<file path="config.mk">
export PLATFORM = sky130hd
export DESIGN_NAME = pcvp_ctrl
export DESIGN_NICKNAME = d
export VERILOG_FILES = /design/src/pcvp_pkg.sv /design/src/pcvp_ctrl.sv
export VERILOG_INCLUDE_DIRS = /design/src /design/src/src
export SDC_FILE = /design/constraint.sdc
export NUM_CORES = 1
export LEC_CHECK = 0
export ABC_CLOCK_PERIOD_IN_PS = 4200
export BUFFER_PORTS_ARGS = -buffer_cell sky130_fd_sc_hd__buf_2
export CORE_MARGIN = 2
export CORE_UTILIZATION = 45
export DETAILED_ROUTE_END_ITERATION = 10
export GPL_TIMING_DRIVEN = 0
export PLACE_DENSITY = 0.65
export SETUP_SLACK_MARGIN = 0.05
export SLEW_MARGIN = 5
export SYNTH_ARGS = -nofsm -noshare
export SYNTH_HDL_FRONTEND = slang
export SYNTH_SLANG_ARGS = --single-unit
</file>
<file path="constraint.sdc">
create_clock -name clk -period 4.2 [get_ports clk]
set_input_delay 0.84 -clock clk [delete_from_list [all_inputs] [get_ports clk]]
set_output_delay 0.84 -clock clk [all_outputs]
set_load 0.005 [all_outputs]
</file>
<file path="src/pose_constant_velocity_predict_defines.svh">
// Assertion macros used by the pose predictor controller.
// Both expect signals named clk and rst_n in the scope where they are used.
`ifndef POSE_CONSTANT_VELOCITY_PREDICT_DEFINES_SVH
`define POSE_CONSTANT_VELOCITY_PREDICT_DEFINES_SVH

// Same-cycle implication, checked while out of reset.
`define PCVP_ASSERT_IMP(lbl, ante, cons) \
  lbl: assert property (@(posedge clk) disable iff (!rst_n) (ante) |-> (cons)) \
    else $error("pcvp: same-cycle check failed");

// Next-cycle implication, checked while out of reset.
`define PCVP_ASSERT_NXT(lbl, ante, cons) \
  lbl: assert property (@(posedge clk) disable iff (!rst_n) (ante) |=> (cons)) \
    else $error("pcvp: next-cycle check failed");

`endif

</file>
<file path="src/pcvp_pkg.sv">
// ----------------------------------------------------------------------------
// pcvp_pkg
// Types, operation codes and constants shared by the pose predictor's
// controller and datapath.
// ----------------------------------------------------------------------------
package pcvp_pkg;

  localparam int unsigned IN_W  = 200;
  localparam int unsigned OUT_W = 224;

  typedef logic [4:0] op_t;

  localparam op_t OP_NONE        = 5'd0;
  localparam op_t OP_LOAD        = 5'd1;
  localparam op_t OP_MUL_POS     = 5'd2;
  localparam op_t OP_ACC_POS     = 5'd3;
  localparam op_t OP_MUL_ROT     = 5'd4;
  localparam op_t OP_ACC_ROT     = 5'd5;
  localparam op_t OP_MUL_SQ      = 5'd6;
  localparam op_t OP_ACC_SQ      = 5'd7;
  localparam op_t OP_SQRT_INIT   = 5'd8;
  localparam op_t OP_SQRT_STEP   = 5'd9;
  localparam op_t OP_QID         = 5'd10;
  localparam op_t OP_QTINY       = 5'd11;
  localparam op_t OP_MUL_RCP     = 5'd12;
  localparam op_t OP_DIV_INIT_Q  = 5'd13;
  localparam op_t OP_DIV_STEP    = 5'd14;
  localparam op_t OP_CORDIC_INIT = 5'd15;
  localparam op_t OP_CORDIC_STEP = 5'd16;
  localparam op_t OP_TRIG_DONE   = 5'd17;
  localparam op_t OP_MUL_Q       = 5'd18;
  localparam op_t OP_QSET        = 5'd19;
  localparam op_t OP_MUL_O       = 5'd20;
  localparam op_t OP_ACC_O       = 5'd21;
  localparam op_t OP_RND         = 5'd22;
  localparam op_t OP_COMMIT      = 5'd23;
  localparam op_t OP_RCP_QUOT    = 5'd24;
  localparam op_t OP_MUL_HPI     = 5'd25;
  localparam op_t OP_RED_FIX     = 5'd26;

  typedef struct packed {
    op_t        op;
    logic [1:0] k;     // axis, quaternion component or output component
    logic [1:0] t;     // term of the quaternion product
    logic [4:0] step;  // CORDIC iteration
  } cmd_t;

  typedef struct packed {
    logic any_rot;    // rotation vector is nonzero
    logic root_zero;  // integer root of the squared magnitude is zero
  } stat_t;

  localparam logic [31:0]        HALF_PI_Q30 = 32'd1686629713;
  // floor(2^62 / HALF_PI_Q30): root * this >> 53 is the quadrant count or one less.
  localparam logic [31:0]        RCP_HALF_PI = 32'd2734261102;
  localparam logic signed [33:0] CORDIC_GAIN = 34'sd652032874;
  localparam logic signed [31:0] ONE_Q30     = 32'sh4000_0000;
  // Negated terms of the Hamilton product, indexed by {component, term}.
  localparam logic [15:0]        HAM_NEG     = 16'h428E;

  function automatic logic [30:0] atan_q30(input logic [4:0] i);
    logic [30:0] v;
    case (i)
      5'd0:    v = 31'd843314857;
      5'd1:    v = 31'd497837829;
      5'd2:    v = 31'd263043837;
      5'd3:    v = 31'd133525159;
      5'd4:    v = 31'd67021687;
      5'd5:    v = 31'd33543516;
      5'd6:    v = 31'd16775851;
      5'd7:    v = 31'd8388437;
      5'd8:    v = 31'd4194283;
      5'd9:    v = 31'd2097149;
      5'd10:   v = 31'd1048575;
      default: v = 31'd1 << (5'd30 - i);
    endcase
    return v;
  endfunction

  function automatic logic [31:0] sat32(input logic signed [67:0] v);
    logic [31:0] r;
    if (v > 68'sh0_0000_0000_7FFF_FFFF) begin
      r = 32'h7FFF_FFFF;
    end else if (v < -68'sh0_0000_0000_8000_0000) begin
      r = 32'h8000_0000;
    end else begin
      r = v[31:0];
    end
    return r;
  endfunction

endpackage

</file>
<file path="src/pcvp_ctrl.sv">
// ----------------------------------------------------------------------------
// pcvp_ctrl
// Sequencer of the pose predictor: steps the datapath through one item and
// owns the input and output handshakes.
// ----------------------------------------------------------------------------
`include "pose_constant_velocity_predict_defines.svh"

module pcvp_ctrl
  import pcvp_pkg::*;
(
  input  logic  clk,
  input  logic  rst_n,
  input  logic  in_tvalid,
  output logic  in_tready,
  output logic  out_tvalid,
  input  logic  out_tready,
  input  stat_t stat,
  output cmd_t  cmd
);

  localparam logic [4:0] S_IDLE      = 5'd0;
  localparam logic [4:0] S_POS_MUL   = 5'd1;
  localparam logic [4:0] S_POS_ACC   = 5'd2;
  localparam logic [4:0] S_ROT_MUL   = 5'd3;
  localparam logic [4:0] S_ROT_ACC   = 5'd4;
  localparam logic [4:0] S_SQ_MUL    = 5'd5;
  localparam logic [4:0] S_SQ_ACC    = 5'd6;
  localparam logic [4:0] S_SQRT_INIT = 5'd7;
  localparam logic [4:0] S_SQRT      = 5'd8;
  localparam logic [4:0] S_BRANCH    = 5'd9;
  localparam logic [4:0] S_RED_MUL   = 5'd10;
  localparam logic [4:0] S_DIV       = 5'd11;
  localparam logic [4:0] S_TRIG_INIT = 5'd12;
  localparam logic [4:0] S_CORDIC    = 5'd13;
  localparam logic [4:0] S_TRIG_DONE = 5'd14;
  localparam logic [4:0] S_QM_MUL    = 5'd15;
  localparam logic [4:0] S_QDIV_INIT = 5'd16;
  localparam logic [4:0] S_QSET      = 5'd17;
  localparam logic [4:0] S_HAM_MUL   = 5'd18;
  localparam logic [4:0] S_HAM_ACC   = 5'd19;
  localparam logic [4:0] S_RND       = 5'd20;
  localparam logic [4:0] S_COMMIT    = 5'd21;
  localparam logic [4:0] S_RED_QUOT  = 5'd22;
  localparam logic [4:0] S_RED_HPI   = 5'd23;
  localparam logic [4:0] S_RED_FIX   = 5'd24;

  logic [4:0] state_r, state_nxt;
  logic [1:0] k_r, k_nxt;
  logic [1:0] t_r, t_nxt;
  logic [5:0] cnt_r, cnt_nxt;
  logic       ov_r, ov_nxt;
  logic       out_free;

  assign in_tready  = (state_r == S_IDLE);
  assign out_tvalid = ov_r;
  assign out_free   = !ov_r || out_tready;

  always_comb begin
    state_nxt = state_r;
    k_nxt     = k_r;
    t_nxt     = t_r;
    cnt_nxt   = cnt_r;
    ov_nxt    = ov_r && !out_tready;
    cmd.op    = OP_NONE;
    cmd.k     = k_r;
    cmd.t     = t_r;
    cmd.step  = cnt_r[4:0];
    case (state_r)
      S_IDLE: begin
        if (in_tvalid) begin
          cmd.op    = OP_LOAD;
          k_nxt     = 2'd0;
          state_nxt = S_POS_MUL;
        end
      end
      S_POS_MUL: begin
        cmd.op    = OP_MUL_POS;
        state_nxt = S_POS_ACC;
      end
      S_POS_ACC: begin
        cmd.op = OP_ACC_POS;
        if (k_r == 2'd2) begin
          k_nxt     = 2'd0;
          state_nxt = S_ROT_MUL;
        end else begin
          k_nxt     = k_r + 2'd1;
          state_nxt = S_POS_MUL;
        end
      end
      S_ROT_MUL: begin
        cmd.op    = OP_MUL_ROT;
        state_nxt = S_ROT_ACC;
      end
      S_ROT_ACC: begin
        cmd.op = OP_ACC_ROT;
        if (k_r == 2'd2) begin
          k_nxt     = 2'd0;
          state_nxt = S_SQ_MUL;
        end else begin
          k_nxt     = k_r + 2'd1;
          state_nxt = S_ROT_MUL;
        end
      end
      S_SQ_MUL: begin
        cmd.op    = OP_MUL_SQ;
        state_nxt = S_SQ_ACC;
      end
      S_SQ_ACC: begin
        cmd.op = OP_ACC_SQ;
        if (k_r == 2'd2) begin
          state_nxt = S_SQRT_INIT;
        end else begin
          k_nxt     = k_r + 2'd1;
          state_nxt = S_SQ_MUL;
        end
      end
      S_SQRT_INIT: begin
        cmd.op    = OP_SQRT_INIT;
        cnt_nxt   = '0;
        state_nxt = S_SQRT;
      end
      S_SQRT: begin
        cmd.op  = OP_SQRT_STEP;
        cnt_nxt = cnt_r + 6'd1;
        if (cnt_r == 6'd31) begin
          state_nxt = S_BRANCH;
        end
      end
      S_BRANCH: begin
        k_nxt = 2'd0;
        t_nxt = 2'd0;
        if (!stat.any_rot) begin
          cmd.op    = OP_QID;
          state_nxt = S_HAM_MUL;
        end else if (stat.root_zero) begin
          // Angle below one root step: small-angle quaternion.
          cmd.op    = OP_QTINY;
          state_nxt = S_HAM_MUL;
        end else begin
          state_nxt = S_RED_MUL;
        end
      end
      S_RED_MUL: begin
        cmd.op    = OP_MUL_RCP;
        state_nxt = S_RED_QUOT;
      end
      S_RED_QUOT: begin
        cmd.op    = OP_RCP_QUOT;
        state_nxt = S_RED_HPI;
      end
      S_RED_HPI: begin
        cmd.op    = OP_MUL_HPI;
        state_nxt = S_RED_FIX;
      end
      S_RED_FIX: begin
        cmd.op    = OP_RED_FIX;
        state_nxt = S_TRIG_INIT;
      end
      S_DIV: begin
        cmd.op  = OP_DIV_STEP;
        cnt_nxt = cnt_r + 6'd1;
        if (cnt_r == 6'd63) begin
          state_nxt = S_QSET;
        end
      end
      S_TRIG_INIT: begin
        cmd.op    = OP_CORDIC_INIT;
        cnt_nxt   = '0;
        state_nxt = S_CORDIC;
      end
      S_CORDIC: begin
        cmd.op  = OP_CORDIC_STEP;
        cnt_nxt = cnt_r + 6'd1;
        if (cnt_r == 6'd29) begin
          state_nxt = S_TRIG_DONE;
        end
      end
      S_TRIG_DONE: begin
        cmd.op    = OP_TRIG_DONE;
        k_nxt     = 2'd0;
        state_nxt = S_QM_MUL;
      end
      S_QM_MUL: begin
        cmd.op    = OP_MUL_Q;
        state_nxt = S_QDIV_INIT;
      end
      S_QDIV_INIT: begin
        cmd.op    = OP_DIV_INIT_Q;
        cnt_nxt   = '0;
        state_nxt = S_DIV;
      end
      S_QSET: begin
        cmd.op = OP_QSET;
        if (k_r == 2'd2) begin
          k_nxt     = 2'd0;
          t_nxt     = 2'd0;
          state_nxt = S_HAM_MUL;
        end else begin
          k_nxt     = k_r + 2'd1;
          state_nxt = S_QM_MUL;
        end
      end
      S_HAM_MUL: begin
        cmd.op    = OP_MUL_O;
        state_nxt = S_HAM_ACC;
      end
      S_HAM_ACC: begin
        cmd.op = OP_ACC_O;
        if (t_r == 2'd3) begin
          state_nxt = S_RND;
        end else begin
          t_nxt     = t_r + 2'd1;
          state_nxt = S_HAM_MUL;
        end
      end
      S_RND: begin
        cmd.op = OP_RND;
        t_nxt  = 2'd0;
        if (k_r == 2'd3) begin
          state_nxt = S_COMMIT;
        end else begin
          k_nxt     = k_r + 2'd1;
          state_nxt = S_HAM_MUL;
        end
      end
      S_COMMIT: begin
        // Hold the new pose until the output register is free.
        if (out_free) begin
          cmd.op    = OP_COMMIT;
          ov_nxt    = 1'b1;
          state_nxt = S_IDLE;
        end
      end
      default: begin
        state_nxt = S_IDLE;
      end
    endcase
  end

  always_ff @(posedge clk) begin
    if (!rst_n) begin
      state_r <= S_IDLE;
      k_r     <= '0;
      t_r     <= '0;
      cnt_r   <= '0;
      ov_r    <= 1'b0;
    end else begin
      state_r <= state_nxt;
      k_r     <= k_nxt;
      t_r     <= t_nxt;
      cnt_r   <= cnt_nxt;
      ov_r    <= ov_nxt;
    end
  end

  `PCVP_ASSERT_NXT(a_accept_starts, in_tvalid && in_tready, state_r == S_POS_MUL && k_r == 2'd0)
  `PCVP_ASSERT_NXT(a_commit_waits, state_r == S_COMMIT && ov_r && !out_tready, state_r == S_COMMIT && ov_r)
  `PCVP_ASSERT_NXT(a_qdiv_returns, state_r == S_DIV && cnt_r == 6'd63, state_r == S_QSET)
  `PCVP_ASSERT_IMP(a_cordic_bound, state_r == S_CORDIC, cnt_r <= 6'd29)

endmodule

</file>
==> results.toml, run 1 <==
[power]
finalPower_mw = 1.21
peakVddDrop_mv = 0.285
p_leak_nw = 0.802
power.density_mw_per_mm2 = 615

[floorplan]
start_util_pct = 47.3
std_cell_rows = 22
core_mm2 = 0.00369
pin_count = 22
dieArea_mm2 = 0.00439
die_height_um = 66.2
die_w_um = 66.2

[critical_path]
critPathLaunchType = "flop"
cp_max_fo = 10
rr_worst_depth = 6
endpoint_kind = "output port"
timing.rr.start = "state_r[0]$_SDFFE_PN0P_"
crit_arrival_ns = 2.13
worstSetupPathType = "reg2out"
regToRegSetupSlack_ns = 2.12
timing.rr.end = "state_r[1]$_SDFFE_PN0P_"
cp.required_ns = 3.36

[drt]
firstDrtPassIters = 5
drt_wl_total_um = 5330
drtIter0Drc = 225
wl_met3_um = 565
via_per_inst = 6.35
wl_per_cell_um = 17.2
top_layer_used = "met4"
met2_wirelength_um = 2250
drc = 0
dr_total_vias = 1970
antenna_left = 0
wl_met1_um = 2410

[hold_path]
worstHoldStart = "t_r[1]$_SDFFE_PN0P_"
hold_path_class = "reg2reg"
hold_end = "t_r[1]$_SDFFE_PN0P_"
holdPathStages = 2

[sta]
worstMarginPinSlew_ns = 0.615
hold_violations = 0
skew_ns = 0.00578
rsz0062_at_grt = "false"
max_freq_mhz = 337
finalCriticalPeriod_ns = 2.97
period_share_pct = 70.6
finalSetupViolations = 0
final.setup.tns_ns = 0
slew_headroom_pct = 59.0
final-max-slew-violation-count = 0

[yosys]
syn_avg_cell_area_um2 = 7.35
yosysTopAreaCellShare_pct = 18.4
ys_ff_latch = 16
synth_flop_cell = "dfxtp_1"
ys_seq_area_share_pct = 18.4
synth_area_leaders = "dfxtp_1, o21ai_0, a21oi_1, ha_1, buf_2"
synth_edf_count = 0
yosys.area.top_type = "dfxtp_1"
synth_nets = 250
async_flop_share_pct = 0
yosys_warnings = 0
ys_types = 61
syn_area_mm2 = 0.00174
synth_cells = 237

[cts]
cts_tree = "yes"
postCtsSetupRepairBufs = 0
htree_levels = 1
clkLatencyLatePin_ns = 0.26
path_clk_slew_ns = 0.07
cts.path.max_buffers = 2
cts_root_buf = "clkbuf_8"
cts-resized-gates = 0
cts-hold-fix-buffers = 0
cts_sinks = 16
cts_buffers = 3

[place]
portBuffers = 21
globalplace.congestion = 0.943
dp.final_hpwl_um = 3880

[final_layout]
num-nets-final = 276
drive_gt1_share_pct = 21.0
fillers = 380
area_delta_synth_final_pct = 12.6
final_cell_mix = "buf_2, o21ai_0, a21oi_1, dfxtp_1, nor2_1"
final_common_cell = "buf_2"
diodes = 0

[grt]
grt_pass1_vias = 1821
grt_use_total_pct = 26.5
grt_pass1_wl_um = 9040
grt_max_degree = 11
gr-total-overflow = 0
antenna_found_initial = 0

[flow_run]
maxCapViolCount = 0

[outcome]
outcome = "completed"
## worst max-delay path, cell delays in order (launching register included)
cell and delay (ns):
dfxtp_1 0.45, buf_2 0.29, buf_2 0.24, buf_2 0.24, o21ai_0 0.10, a221oi_1 0.23
o21ai_0 0.11, o21ai_0 0.08, buf_2 0.12
## registers in the layout, summed over array words and instances (netlist names)
name / count
k_r: 2
t_r: 2
cnt_r: 6
out_tvalid: 1
state_r: 5
## metal layers
metal  vias up  track usage, %
li1        933               -
met1       900            37.9
met2       120            38.4
met3        17            6.47
met4         0            9.18
met5         -               0
## logic make-up after synthesis
logic type	synth area share, %
AO/OA/AOI/OAI	34.9
XOR/XNOR	4.02
adder cells (fa/ha/maj)	5.02
buffers and inverters	10.7
flip-flops	18.4
multiplexers	1.15
AND/OR/NAND/NOR	25.8
## power breakdown
group	switching [mW]	total [mW]	internal, mW	leakage (nW)
Combinational	0.524	0.854	0.331	0.643
Sequential	0.0288	0.209	0.181	0.130
Clock	0.0609	0.144	0.0834	0.0288
## synth_stat cells, types with 3 or more instances
cell type,n
o21ai_0,20
dfxtp_1,16
o311ai_1,3
o211ai_1,3
nand3b_1,3
o22ai_1,3
a21oi_1,19
a31oi_1,6
nand2_1,13
nor2b_1,7
nor3_1,5
ha_1,7
clkbuf_1,3
nand2b_1,9
nand4_1,5
nor2_1,15
nor4_1,3
nand3_1,6
a22oi_1,4
inv_1,9
a21o_1,3
xnor2_1,3
buf_2,14
buf_4,7
xor2_1,5
## layout make-up
| class | instances | area, µm² | area share [%] |
|---|---|---|---|
| Multi-Input combinational cell | 185 | 1240 | 63.0 |
| Sequential cell | 16 | 320 | 16.3 |
| Buffer | 25 | 145 | 7.39 |
| Timing Repair Buffer | 21 | 105 | 5.35 |
| Tap cell | 48 | 60.1 | 3.06 |
| Clock buffer | 4 | 55.1 | 2.80 |
| Inverter | 11 | 41.3 | 2.10 |
## worst max path at each step
stage / startpoint / slack [ns] / endpoint
6_report: state_r[3]$_SDFFE_PN0P_ / 1.23 / cmd[10]
5_1_grt: state_r[3]$_SDFFE_PN0P_ / 1.03 / cmd[10]
4_1_cts: state_r[3]$_SDFFE_PN0P_ / 1.24 / cmd[10]
3_5_place_dp: out_tready / 1.45 / cmd[9]
3_3_place_gp: out_tready / 1.42 / cmd[9]
2_1_floorplan: out_tready / 1.79 / cmd[9]
## per-stage QoR
step / hold slack [ns] / cell area (µm²) / cells / setup WS (ns) / util [%]
6_report: 0.491 / 1960 / 310 / 1.23 / 53.2
5_1_grt: 0.518 / 1960 / 310 / 1.03 / 53.2
4_1_cts: 0.497 / 1960 / 310 / 1.24 / 53.2
3_5_place_dp: 0.487 / 1910 / 306 / 1.45 / 51.7
3_3_place_gp: 0.476 / 1910 / 306 / 1.42 / 51.7
2_1_floorplan: 0.476 / 1740 / 237 / 1.79 / -
(Power assumes the default switching activity.)
==> run 2, diff against run 1 <==
Settings changed: ABC_CLOCK_PERIOD_IN_PS 4200 to 2400, PLACE_DENSITY 0.65 to 0.67.
Clock period 4.2 ns to 2.4 ns, I/O delays scaled along.
==> run 2 against run 1 <==
Against the previous run: final cell count fell by 0.65%; clock skew fell by 0.0015 ns; design area rose by 2.9%; sequential cell count did not move; hold slack improved by 0.0042 ns; clock power rose by 65%; total power rose by 80%.
==> results.toml, run 2 (synthesis results as in run 1) <==
[final_layout]
stdcell_count = 308
fin_util_pct = 54.7
area_delta_synth_final_pct = 15.9
final_common_cell = "buf_2"
reg_top3 = "cnt_r: 6 flops, state_r: 5 flops"
postLayoutCellArea_mm2 = 0.00202
largest-register = "cnt_r"
drive_gt1_share_pct = 22.7
final_cell_mix = "buf_2, a21oi_1, o21ai_0, nor2_1"
diodes = 0
num-nets-final = 274
largest_reg_flops = 6

[cts]
clkLatencyLatePin_ns = 0.25
cts_sinks = 16
htree_levels = 1
cts_root_buf = "clkbuf_8"
cts.path.max_buffers = 2
cts-hold-fix-buffers = 0
cts_tree = "yes"
path_clk_slew_ns = 0.06
cts_buffers = 3

[power]
p_switching_mw = 1.07
peakVddDrop_mv = 0.539
clockPowerShare_pct = 11.0
seq_power_share_pct = 17.6
p_leak_nw = 0.807
p_comb_share_pct = 71.4
p_int_mw = 1.10
power.density_mw_per_mm2 = 1070
switching_share_pct = 49.4

[flow_run]
maxCapViolCount = 0

[critical_path]
endpoint_kind = "output port"
rr_worst_depth = 7
timing.rr.end = "cnt_r[1]$_SDFFE_PN0P_"
crit_arrival_ns = 1.78
cp.required_ns = 1.92
worstSetupPathType = "reg2out"
critPathLaunchType = "flop"
timing.rr.start = "state_r[3]$_SDFFE_PN0P_"
cp_max_fo = 10
regToRegSetupSlack_ns = 0.54
cp-startpoint = "state_r[1]$_SDFFE_PN0P_"
endpoint = "cmd[10]"

[sta]
finalCriticalPeriod_ns = 2.26
hold_violations = 0
final-max-slew-violation-count = 0
rsz0062_at_grt = "true"
max_freq_mhz = 442
skew_ns = 0.00429
period_share_pct = 94.2
final.setup.tns_ns = 0
worstMarginPinSlew_ns = 0.491
finalSetupViolations = 0
finalHoldWorstSlack_ns = 0.495
slew_headroom_pct = 67.2

[floorplan]
start_util_pct = 47.3
die_height_um = 66.2
die_w_um = 66.2
dieArea_mm2 = 0.00439
core_mm2 = 0.00369
std_cell_rows = 22
pin_count = 22

[drt]
dr_total_vias = 1965
firstDrtPassIters = 5
drc = 0
via_per_inst = 6.38
drtIter0Drc = 189
antenna_left = 0
drt_wl_total_um = 5410
wl_per_cell_um = 17.6

[place]
dp.final_hpwl_um = 3980
globalplace.congestion = 0.984
post_dp_cell_area_mm2 = 0.00191
dpl.cell_count = 306
portBuffers = 21

[hold_path]
hold_path_class = "reg2reg"
holdPathStages = 2

[grt]
antenna_found_initial = 0
gr-total-overflow = 0
grt_max_degree = 20
grt_pass1_vias = 1735
grt_use_total_pct = 26.0
grt_pass1_wl_um = 8800

[outcome]
outcome = "completed"
run 2: worst min-delay path by stage:
stage	slack, ns	startpoint	end
2_1_floorplan	0.48	t_r[1]$_SDFFE_PN0P_	t_r[1]$_SDFFE_PN0P_
3_3_place_gp	0.47	t_r[1]$_SDFFE_PN0P_	t_r[1]$_SDFFE_PN0P_
3_5_place_dp	0.50	t_r[1]$_SDFFE_PN0P_	t_r[1]$_SDFFE_PN0P_
4_1_cts	0.50	t_r[1]$_SDFFE_PN0P_	t_r[1]$_SDFFE_PN0P_
5_1_grt	0.52	rst_n	k_r[0]$_SDFFE_PN0P_
6_report	0.50	t_r[1]$_SDFFE_PN0P_	t_r[1]$_SDFFE_PN0P_
run 2: worst max-delay path, stage by stage (launching register included):
cell and delay (ns):
dfxtp_1 0.31, buf_4 0.17, buf_4 0.20, buf_6 0.17, buf_4 0.18, o21ai_0 0.10, a32oi_1 0.20, o21ai_0 0.08
buf_2 0.13
run 2: repair_timing:
item,CTS,global route
setup endpoints to repair,5,4
resized for setup,13,14
setup buffers,0,0
run 2: layout make-up:
class,count,area [µm²]
flip-flops and latches,16,327
plain buffers,23,193
multi-input cells,185,1240
inverters,11,41.3
repair buffers,21,105
well taps,48,60.1
clock buffers,4,55.1
fillers,382,1670
run 2: power groups by stage:
stage          registers, mW  clock network, mW  logic [mW]
6_report               0.382              0.238        1.55
3_3_place_gp           0.371                  0        1.46
3_5_place_dp           0.374                  0        1.46
2_1_floorplan          0.359                  0        1.07
4_1_cts                0.373              0.243        1.49
5_1_grt                0.387              0.261        1.68
run 2: per-layer routing:
layer / track usage (%) / wire (µm) / vias to the layer above
met2: 38.3 / 2380 / 126
met1: 37.5 / 2450 / 905
met4: 8.67 / 78 / 0
met5: 0 / 0 / -
li1: - / - / 924
met3: 4.94 / 505 / 10
run 2: per-stage QoR:
| step | power, mW | setup slack, ns |
|---|---|---|
| 4_1_cts | 2.11 | 0.0846 |
| 3_5_place_dp | 1.83 | 0.108 |
| 2_1_floorplan | 1.43 | 0.509 |
| 5_1_grt | 2.33 | 0.0308 |
| 6_report | 2.17 | 0.139 |
| 3_3_place_gp | 1.83 | 0.116 |
==> run 3, diff against run 2 <==
Settings changed: CORE_UTILIZATION 45 to 53, PLACE_DENSITY 0.67 to 0.77.
==> run 3 against run 2 <==
Against the previous run: clock skew fell by 0.0036 ns; final cell count fell by 1.6%; critical path depth decreased by 1; sequential share of layout area grew 0.18 points; via count is 2.3% lower; global-route usage rose by 2.9 points; maximum frequency about the same; critical path type unchanged; critical endpoint is now cmd[11]; largest cell class unchanged.
==> results.toml, run 3 (synthesis results as in run 1) <==
[drt]
dr_total_vias = 1920
antenna_left = 0
drc = 0
drtIter0Drc = 212
drt_wl_total_um = 4950
firstDrtPassIters = 5
via_per_inst = 6.34
wl_per_cell_um = 16.3

[flow_run]
maxCapViolCount = 0

[final_layout]
drive_gt1_share_pct = 23.2
reg_top3 = "cnt_r: 6 flops, state_r: 5 flops"
num-nets-final = 273
largest_reg_flops = 6
area_delta_synth_final_pct = 14.6
diodes = 0
final_cell_mix = "buf_2, a21oi_1, o21ai_0, nor2_1"
final_common_cell = "buf_2"
largest-register = "cnt_r"
fin_util_pct = 64.4

[place]
dp.final_hpwl_um = 3730
portBuffers = 21
globalplace.congestion = 1.00

[floorplan]
core_mm2 = 0.00310
dieArea_mm2 = 0.00376
start_util_pct = 56.2
pin_count = 22
die_height_um = 61.3
std_cell_rows = 20
die_w_um = 61.3

[critical_path]
cp_max_fo = 19
crit_arrival_ns = 1.78
cp_common_cell = "a21oi_1"
cp.required_ns = 1.92
cp_cell_sequence = "buf_6 > nand2b_1 > a21oi_1 > a21oi_1 > o22ai_1 > a21o_1 > buf_2"
endpoint_kind = "output port"
slowest_delay_ns = 0.41
worstSetupPathType = "reg2out"
critPathLaunchType = "flop"
cp_slowest_cell = "dfxtp_2"

[sta]
final.setup.tns_ns = 0
final-max-slew-violation-count = 0
finalSetupViolations = 0
rsz0062_at_grt = "true"
period_share_pct = 94.2
hold_violations = 0
skew_ns = 0.000718
finalCriticalPeriod_ns = 2.26
slew_headroom_pct = 68.3
max_freq_mhz = 442
worstMarginPinSlew_ns = 0.468

[cts]
cts_buffers = 3
cts_tree = "yes"
path_clk_slew_ns = 0.09
clkLatencyLatePin_ns = 0.29
cts.path.max_buffers = 2
cts_root_buf = "clkbuf_4"
postCtsSetupRepairBufs = 0
cts_sinks = 16
htree_levels = 1

[grt]
grt_pass1_vias = 1644
grt_max_degree = 20
grt_use_total_pct = 28.9
antenna_found_initial = 0
gr-total-overflow = 0
grt_pass1_wl_um = 8090

[outcome]
outcome = "completed"

[hold_path]
hold_path_class = "in2reg"

[power]
power.density_mw_per_mm2 = 1040
p_leak_nw = 0.795
peakVddDrop_mv = 0.551
-- run 3: changes by cell type in the layout (fill, tap and decap cells not counted) --
| cell | change |
|---|---|
| clkbuf_8 | -3 |
| nor2b_2 | +2 |
| buf_6 | +1 |
| clkbuf_4 | +3 |
| nor2b_1 | -2 |
| buf_4 | -2 |
-- run 3: layer usage --
layer  global-route usage, %  up-vias  share of wire, %
met2                    39.4      101                44
met5                       0        -                 0
met4                    12.2        0               1.7
li1                        -      930                 -
met3                    7.35       12                10
met1                    42.7      877                44
-- run 3: final cells by class --
type / count / area, µm²
multi-input cells: 185 / 1240
well taps: 44 / 55.1
repair buffers: 21 / 105
inverters: 11 / 41.3
fillers: 304 / 1110
plain buffers: 22 / 189
flip-flops and latches: 16 / 327
clock buffers: 4 / 36.3
-- run 3: metrics by stage --
step           cell area, µm²  worst slack, ns  std cells  power [mW]  hold WS, ns
2_1_floorplan            1740            0.509        237        1.43        0.476
3_3_place_gp             1900           0.0989        302        1.82        0.487
3_5_place_dp             1900            0.112        302        1.81        0.501
4_1_cts                  1970           0.0517        304        2.02        0.458
5_1_grt                  2000           0.0430        303        2.24        0.453
6_report                 2000            0.139        303        2.08        0.469
-- run 3: path summary, 6_finish.rpt --
kind                                 from             endpoint  slack, ns  cells after the start
setup / recovery  state_r[3]$_SDFFE_PN0P_              cmd[11]       0.14                      7
hold / removal                      rst_n  k_r[0]$_SDFFE_PN0P_       0.47                      2
setup reg to reg  state_r[0]$_SDFFE_PN0P_  k_r[0]$_SDFFE_PN0P_       0.53                      6
hold reg to reg       t_r[1]$_SDFFE_PN0P_  t_r[1]$_SDFFE_PN0P_       0.50                      2
-- run 3: power by group --
| part | internal [mW] | switching, mW | total, mW |
|---|---|---|---|
| Sequential | 0.319 | 0.0564 | 0.376 |
| Clock | 0.0925 | 0.0844 | 0.177 |
| Combinational | 0.630 | 0.895 | 1.52 |
| Total | 1.04 | 1.04 | 2.08 |
-- run 3: worst max-delay path, delay by kind of cell (launching register included) --
family,cells,cell delay (ns)
AOI/OAI and AO/OA,4,0.44
buffers and inverters,2,0.33
DFF,1,0.41
and+or+nand+nor,1,0.31
-- run 3: timing repair --
action                                 4_1_cts  5_1_grt
setup endpoints to repair                    5        4
endpoints found under the hold margin        0        0
gates cloned                                 0        0
hold buffers                                 0        0
resized for setup                           15       13
